`src/rtl/jddm_pkg.sv`:
```
package jddm_pkg;

  localparam int STICK_FULL_SCALE = 2000;
  localparam int QW = 17;
  localparam int CFG_IDX_W = 3;

  localparam logic [CFG_IDX_W-1:0] REG_PWM_LIMIT = 3'd0;
  localparam logic [CFG_IDX_W-1:0] REG_DEAD_ZONE = 3'd1;
  localparam logic [CFG_IDX_W-1:0] REG_LIN_GAIN  = 3'd2;
  localparam logic [CFG_IDX_W-1:0] REG_ANG_GAIN  = 3'd3;
  localparam logic [CFG_IDX_W-1:0] REG_ACCEL     = 3'd4;
  localparam logic [CFG_IDX_W-1:0] REG_DECEL     = 3'd5;

  localparam logic signed [QW-1:0] Q_ONE = 17'sd32768;

  typedef enum logic [3:0] {
    ST_IDLE,
    ST_NORM_F,
    ST_SQRT_F,
    ST_NORM_T,
    ST_SQRT_T,
    ST_MIX,
    ST_SLEW_L,
    ST_SLEW_R,
    ST_PWM,
    ST_OUT
  } state_t;

  function automatic logic [16:0] mag17(input logic signed [17:0] v);
    logic [17:0] a;
    a = v[17] ? 18'(-v) : 18'(v);
    return a[16:0];
  endfunction

  function automatic logic signed [QW-1:0] clampq(input logic signed [18:0] v);
    if (v > 19'sd32768) return Q_ONE;
    if (v < -19'sd32768) return -Q_ONE;
    return v[QW-1:0];
  endfunction

endpackage

```
`src/rtl/joystick_differential_drive_mixer.sv`:
```
// Arcade-drive mixer with slew-limited wheel speeds. A stick beat is taken only from idle, and
// no new beat is taken until its result has left the output. Each stick gets a normalize
// (reciprocal multiply plus one correction step on the shared multiplier) and a square root
// in the shared root unit. Mixing, the two slew steps and the two PWM products then run on the
// shared multiplier. in_stall is high the whole time a beat is in work or its result waits on
// out_stall, and a stalled output holds the result and delays the next beat.
module joystick_differential_drive_mixer #(
  parameter int FULL_SCALE = jddm_pkg::STICK_FULL_SCALE
) (
  input  logic                            clk,
  input  logic                            rst_n,
  input  logic                            in_valid,
  output logic                            in_stall,
  input  logic signed [11:0]              in_forward_stick,
  input  logic signed [11:0]              in_turn_stick,
  output logic                            out_valid,
  input  logic                            out_stall,
  output logic signed [16:0]              out_left_cmd,
  output logic signed [16:0]              out_right_cmd,
  input  logic                            cfg_valid,
  output logic                            cfg_ready,
  input  logic [jddm_pkg::CFG_IDX_W-1:0]  cfg_index,
  input  logic [15:0]                     cfg_data
);
  import jddm_pkg::*;

  localparam logic [15:0] FS = 16'(FULL_SCALE);
  localparam logic [19:0] RECIP = 20'((1 << 27) / FULL_SCALE);

  logic [15:0] pwm_limit_r, lin_r, ang_r, acc_r, dec_r;
  logic [10:0] dz_r;
  state_t state_r, state_nxt;
  logic signed [11:0] fs_r, ts_r;
  logic signed [QW-1:0] f_r, t_r, lsp_r, rsp_r, tl_r, tr_r;
  logic signed [16:0] lp_r, rp_r;
  logic [3:0] sub_r;
  logic [16:0] quo_r;
  logic sq_start;
  logic sq_done;
  logic [15:0] sq_root;
  logic [31:0] sq_rad;
  logic [19:0] m_a;
  logic [15:0] m_b;
  logic [35:0] m_p;
  logic [35:0] prod_r;
  logic signed [16:0] base_r;

  assign cfg_ready = 1'b1;
  always_ff @(posedge clk) begin
    if (!rst_n) begin
      pwm_limit_r <= 16'd40000; dz_r <= 11'd300; lin_r <= 16'd52429;
      ang_r <= 16'd39322; acc_r <= 16'd3277; dec_r <= 16'd13107;
    end else if (cfg_valid) begin
      case (cfg_index)
        REG_PWM_LIMIT: pwm_limit_r <= cfg_data;
        REG_DEAD_ZONE: dz_r <= cfg_data[10:0];
        REG_LIN_GAIN:  lin_r <= cfg_data;
        REG_ANG_GAIN:  ang_r <= cfg_data;
        REG_ACCEL:     acc_r <= cfg_data;
        REG_DECEL:     dec_r <= cfg_data;
        default: ;
      endcase
    end
  end

  // shared root unit and shared multiplier
  assign sq_rad = {quo_r, 15'd0};
  jddm_sqrt u_sqrt (.clk, .rst_n, .start(sq_start), .radicand(sq_rad),
                    .done(sq_done), .root(sq_root));
  assign m_p = 36'(m_a) * 36'(m_b);

  logic signed [11:0] cur_s;
  logic [11:0] cur_m;
  logic signed [QW-1:0] cur_sp, cur_tg;
  logic signed [17:0] diff;
  logic [16:0] dmag, smag, tmag;
  logic signed [17:0] nsp;
  logic signed [QW-1:0] shaped;
  logic [16:0] mag_p;
  logic signed [17:0] sgnp;
  logic [23:0] q_est;
  logic [26:0] rem_v;

  always_comb begin
    cur_s = (state_r == ST_NORM_F || state_r == ST_SQRT_F) ? fs_r : ts_r;
    cur_m = cur_s[11] ? 12'(-cur_s) : 12'(cur_s);
    cur_sp = (state_r == ST_SLEW_L) ? lsp_r : rsp_r;
    cur_tg = (state_r == ST_SLEW_L) ? tl_r : tr_r;
    diff = 18'(cur_tg) - 18'(cur_sp);
    dmag = mag17(diff);
    smag = mag17(18'(cur_sp));
    tmag = mag17(18'(cur_tg));
    m_a = '0; m_b = '0;
    case (state_r)
      ST_NORM_F, ST_NORM_T: begin
        m_a = (sub_r == 4'd0) ? RECIP : {3'b000, quo_r};
        m_b = (sub_r == 4'd0) ? {4'b0000, cur_m} : FS;
      end
      ST_MIX:    begin m_a = 20'(sub_r[0] ? mag17(18'(t_r)) : mag17(18'(f_r)));
                       m_b = sub_r[0] ? ang_r : lin_r; end
      ST_SLEW_L, ST_SLEW_R: begin m_a = 20'(dmag); m_b = (dmag > smag) ? acc_r : dec_r; end
      ST_PWM:    begin m_a = 20'(sub_r[0] ? mag17(18'(rsp_r)) : mag17(18'(lsp_r)));
                       m_b = pwm_limit_r; end
      default: ;
    endcase
    mag_p = prod_r[32:16];
    q_est = prod_r[35:12];
    rem_v = {cur_m, 15'd0} - prod_r[26:0];
    shaped = (cur_s[11]) ? -QW'({1'b0, sq_root}) : QW'({1'b0, sq_root});
    nsp = 18'(cur_sp) + (diff[17] ? -18'(mag_p) : 18'(mag_p));
    sgnp = 18'(mag_p);
  end

  // sequencer: sub_r 0 = issue multiply, 1 = use product
  always_comb begin
    state_nxt = state_r;
    sq_start = 1'b0;
    case (state_r)
      ST_IDLE: if (in_valid) state_nxt = ST_NORM_F;
      ST_NORM_F, ST_NORM_T: if (sub_r == 4'd4) begin
        sq_start = 1'b1;
        state_nxt = (state_r == ST_NORM_F) ? ST_SQRT_F : ST_SQRT_T;
      end
      ST_SQRT_F: if (sq_done) state_nxt = ST_NORM_T;
      ST_SQRT_T: if (sq_done) state_nxt = ST_MIX;
      ST_MIX:    if (sub_r == 4'd2) state_nxt = ST_SLEW_L;
      ST_SLEW_L: if (sub_r == 4'd1) state_nxt = ST_SLEW_R;
      ST_SLEW_R: if (sub_r == 4'd1) state_nxt = ST_PWM;
      ST_PWM:    if (sub_r == 4'd3) state_nxt = ST_OUT;
      ST_OUT:    if (!out_stall) state_nxt = ST_IDLE;
      default:   state_nxt = ST_IDLE;
    endcase
  end

  always_ff @(posedge clk) begin
    if (!rst_n) begin
      state_r <= ST_IDLE;
      sub_r <= '0;
      lsp_r <= '0;
      rsp_r <= '0;
    end else begin
      state_r <= state_nxt;
      sub_r <= (state_nxt != state_r) ? 4'd0 : sub_r + 4'd1;
      prod_r <= m_p;
      case (state_r)
        ST_IDLE: if (in_valid) begin fs_r <= in_forward_stick; ts_r <= in_turn_stick; end
        ST_NORM_F, ST_NORM_T: begin
          // reciprocal estimate is exact or one low; saturate, then correct once
          if (sub_r == 4'd1) quo_r <= (q_est >= 24'd32768) ? 17'd32768 : q_est[16:0];
          if (sub_r == 4'd3 && quo_r != 17'd32768 && rem_v >= 27'(FS))
            quo_r <= quo_r + 17'd1;
        end
        ST_SQRT_F, ST_SQRT_T: if (sq_done) begin
          if (state_r == ST_SQRT_F) f_r <= (cur_m < 12'(dz_r)) ? '0 : shaped;
          else t_r <= (cur_m < 12'(dz_r)) ? '0 : shaped;
        end
        ST_MIX: begin
          if (sub_r == 4'd1) base_r <= f_r[QW-1] ? -17'(sgnp) : 17'(sgnp);
          if (sub_r == 4'd2) begin
            tl_r <= clampq(19'(base_r) - (t_r[QW-1] ? -19'(sgnp) : 19'(sgnp)));
            tr_r <= clampq(19'(base_r) + (t_r[QW-1] ? -19'(sgnp) : 19'(sgnp)));
          end
        end
        ST_SLEW_L, ST_SLEW_R: if (sub_r == 4'd1) begin
          if (mag17(nsp) * 7'd100 < 24'd32768 && 22'(tmag) * 5'd20 < 22'd32768) begin
            if (state_r == ST_SLEW_L) lsp_r <= '0; else rsp_r <= '0;
          end else if (state_r == ST_SLEW_L) lsp_r <= nsp[QW-1:0];
          else rsp_r <= nsp[QW-1:0];
        end
        ST_PWM: begin
          if (sub_r == 4'd1)
            lp_r <= lsp_r[QW-1] ? -17'(prod_r[31:15]) : 17'(prod_r[31:15]);
          if (sub_r == 4'd2)
            rp_r <= rsp_r[QW-1] ? -17'(prod_r[31:15]) : 17'(prod_r[31:15]);
        end
        default: ;
      endcase
    end
  end

  assign in_stall = (state_r != ST_IDLE);
  assign out_valid = (state_r == ST_OUT);
  assign out_left_cmd = lp_r;
  assign out_right_cmd = rp_r;

`ifndef SYNTHESIS
  a_no_take_busy: assert property (@(posedge clk) disable iff (!rst_n)
    out_valid |-> in_stall) else $error("input taken while result pending");
  a_out_hold: assert property (@(posedge clk) disable iff (!rst_n)
    out_valid && out_stall |=> out_valid && $stable(out_left_cmd))
    else $error("result dropped under stall");
  a_speed_range: assert property (@(posedge clk) disable iff (!rst_n)
    lsp_r <= Q_ONE && lsp_r >= -Q_ONE) else $error("left speed out of range");
`endif
endmodule

```
`src/rtl/jddm_sqrt.sv`:
```
module jddm_sqrt (
  input  logic        clk,
  input  logic        rst_n,
  input  logic        start,
  input  logic [31:0] radicand,
  output logic        done,
  output logic [15:0] root
);
  logic [31:0] x_r, x_nxt;
  logic [31:0] res_r, res_nxt;
  logic [31:0] bit_r, bit_nxt;
  logic        busy_r, busy_nxt;
  logic [31:0] trial;

  always_comb begin
    x_nxt = x_r;
    res_nxt = res_r;
    bit_nxt = bit_r;
    busy_nxt = busy_r;
    trial = res_r + bit_r;
    if (start) begin
      x_nxt = radicand;
      res_nxt = '0;
      bit_nxt = 32'h4000_0000;
      busy_nxt = 1'b1;
    end else if (busy_r) begin
      if (x_r >= trial) begin
        x_nxt = x_r - trial;
        res_nxt = (res_r >> 1) + bit_r;
      end else begin
        res_nxt = res_r >> 1;
      end
      bit_nxt = bit_r >> 2;
      if (bit_r == 32'd1) busy_nxt = 1'b0;
    end
  end

  always_ff @(posedge clk) begin
    if (!rst_n) begin
      busy_r <= 1'b0;
    end else begin
      busy_r <= busy_nxt;
    end
    x_r <= x_nxt;
    res_r <= res_nxt;
    bit_r <= bit_nxt;
  end

  assign done = !busy_r;
  assign root = res_r[15:0];
endmodule

```
`config.mk`:
```
export PLATFORM = sky130hd
export DESIGN_NAME = joystick_differential_drive_mixer
export DESIGN_NICKNAME = d
export VERILOG_FILES = /design/src/rtl/jddm_pkg.sv /design/src/rtl/joystick_differential_drive_mixer.sv /design/src/rtl/jddm_sqrt.sv
export SDC_FILE = /design/constraint.sdc
export NUM_CORES = 2
export LEC_CHECK = 0
export BUFFER_PORTS_ARGS = -buffer_cell sky130_fd_sc_hd__buf_4
export CAP_MARGIN = 15
export CORE_MARGIN = 2
export CORE_UTILIZATION = 50
export CTS_BUF_LIST = sky130_fd_sc_hd__clkbuf_8
export CTS_CLUSTER_SIZE = 8
export DETAILED_ROUTE_END_ITERATION = 10
export GPL_TIMING_DRIVEN = 0
export PLACE_DENSITY = 0.76
export SLEW_MARGIN = 10
export SYNTH_ARGS = -nofsm -noshare
export SYNTH_HDL_FRONTEND = slang
export SYNTH_SLANG_ARGS = --single-unit
```
`constraint.sdc`:
```
create_clock -name clk -period 44.5 [get_ports clk]
set_clock_uncertainty 0.05 [all_clocks]
set_input_delay 8.9 -clock clk [delete_from_list [all_inputs] [get_ports clk]]
set_output_delay 8.9 -clock clk [all_outputs]
set_load 0.01 [all_outputs]
```
==> metrics <==
status=completed; Cell variety after synth=95; register area share after synthesis=25.6%; H-tree levels=3; GP Congestion=1.01; Seq cells post-synth=410; Reg clk slew, reported paths=0.06 ns; Leak Pwr=19.1 nW; initial antenna violation count=4; Multi-input gate area=27600 sq um; worst-path maximum fanout=10; Slew @ Worst Pin=1.34 ns; drt initial violations=3486; Reg area=10300 sq um; setup ws final=24.36 ns; top post-synthesis cells by area=edfxtp_1 (16%), ha_1 (12%), fa_1 (11%); post-layout minimum cycle time=20.14 ns; area leader, netlist=edfxtp_1; CP max stage cell=buf_1; CTS tree=yes; Detail Placement HPWL=100000 um; biggest regs=prod_r (36), u_sqrt.res_r (32), u_sqrt.x_r (32); starting density of the core=50.4%; clk root buf=clkbuf_8; DP Worst Slack=24.60 ns; Global Route met1 Usage=39.5%; top cells by count, synth=nand2_1 (705), inv_1 (454), nor2_1 (426); Placed Cells incl. Taps=5941; final worst path period share=45.2%; I/O Buffers=83; Core Footprint=80300 sq um; GR Util met2=47.1%; pin count of the biggest net entering global routing=42; number of synthesized flops with an enable pin=213; slowest stage delay, CP=0.84 ns; Yosys top cell area share=15.8%; CTS max path bufs=3; Post-Synthesis Cells=4777; final setup violation count=0; drt wl/cell=20.9 um; Warnings, synthesis=0; vias per inst=5.93; Layout Nets=5612; share of cells above drive strength 1=6.40%; DRT Pass-1 Iters=9; final total power=1.12 mW; Critical Path RT=44.89 ns; Clock Latency Late Sink=0.70 ns; met3 usage=5.56%; Reg with most FFs=prod_r; syn_area_per_cell=8.46 sq um; setup TNS=0 ns; total CTS buffers=75; DRC viols=0; busiest grt layer=met2; Mapped Area=40400 sq um; prevailing post-synth register cell=edfxtp_1; critical path class=register to register; Vias=36024; fin cells=6080; I/O Pins=85; Max Fclk=49.7 MHz; Worst Hold Class=register to register; area delta synth->final=9.27%; Die W=288 um; Setup crit start kind=register; Clock Sinks=410; PD cells=25.3 nW/um^2; fill count=7301; Die ar.=83100 sq um; vias in the first global route=34650; peak supply drop=0.0271 mV; row count=104; gr ovfl total=0; maxcap violations=0; top-count cell post-synth=nand2_1; syn nets=5429; post-CTS setup buffer count=0; final hold slack=0.416 ns; Die Span Y=288 um; Largest register FFs=36; Final Routed Wirelength=127000 um; RSZ-0062 raised after global routing=no; gr usage total=30.3%; Critical Path AT=20.53 ns; final hold viol count=0; Most Frequent Cell on Critical Path=o21a_1; first-pass GRT wire length=195000 um; asr flop ratio synth=0%; slew margin rel.=10.9%; Worst setup EP type=register; fin. max-slew vios=0; Post-CTS Hold Buffers=0; PostCTS Resize Cnt=0; post-route ant nets=0
kinds of logic after synthesis:
logic type | count (synthesis) | share of synthesized area, %
buf+inv | 667 | 6.32
flops | 410 | 25.6
xor+xnor | 395 | 8.59
fa+ha+maj | 607 | 22.9
other cells | 1 | 0.00928
compound gates | 924 | 15.3
mux | 108 | 2.72
simple gates | 1665 | 18.6
metrics by stage:
step | instance area, sq um | util, %
6_report | 44200 | 55.0
2_1_floorplan | 40400 | -
3_5_place_dp | 42700 | 53.2
3_3_place_gp | 42400 | 52.8
5_1_grt | 44200 | 55.0
4_1_cts | 44200 | 55.0
worst max-delay path, delay by kind of cell, from the launching register on:
kind	cells	cell delay, ns
compound gates	32	8.00
buf+inv	16	5.84
fa+ha+maj	9	3.75
simple gates	8	1.80
flops	1	0.30
xor+xnor	1	0.08
path summary, 6_finish.rpt:
path	from	to	slack, ns	depth (start not counted)
worst max-delay path	state_r[2]	prod_r[33]	24.36	66
worst min-delay path	acc_r[9]	acc_r[9]	0.42	2
worst max register to register	state_r[2]	prod_r[33]	24.36	66
worst min register to register	acc_r[9]	acc_r[9]	0.42	2
placed cells by master, fill, tap and decap left out, drive strengths merged, types with 197 or more instances in the layout:
cell type,n
nand2,705
inv,488
nor2,426
ha,380
xnor2,273
clkbuf,270
o21ai,227
fa,224
edfxtp,213
a21oi,200
dfxtp,197
power by group:
part | internal (mW) | total (mW) | switching [mW]
sequential | 0.412 | 0.424 | 0.0120
clock | 0.186 | 0.366 | 0.180
combinational | 0.121 | 0.326 | 0.205
cell type report:
class                   instances  share of cell area (%)
diodes                          1                 0.00566
plain buffers                 211                    1.91
clock buffers                  83                    2.59
clock inverters                53                   0.739
inverters                     456                    3.87
multi-input cells            3700                    62.5
flip-flops and latches        410                    23.4
well taps                    1060                    3.00
repair buffers                106                    1.95
metal layers:
layer | wire, um | share of wire, % | vias up
met5 | 17 | 0.013 | -
met4 | 8390 | 6.6 | 2
met3 | 11200 | 8.8 | 433
met2 | 55300 | 43 | 1743
met1 | 52300 | 41 | 17165
li1 | - | - | 16681
(Power assumes the default switching activity.)
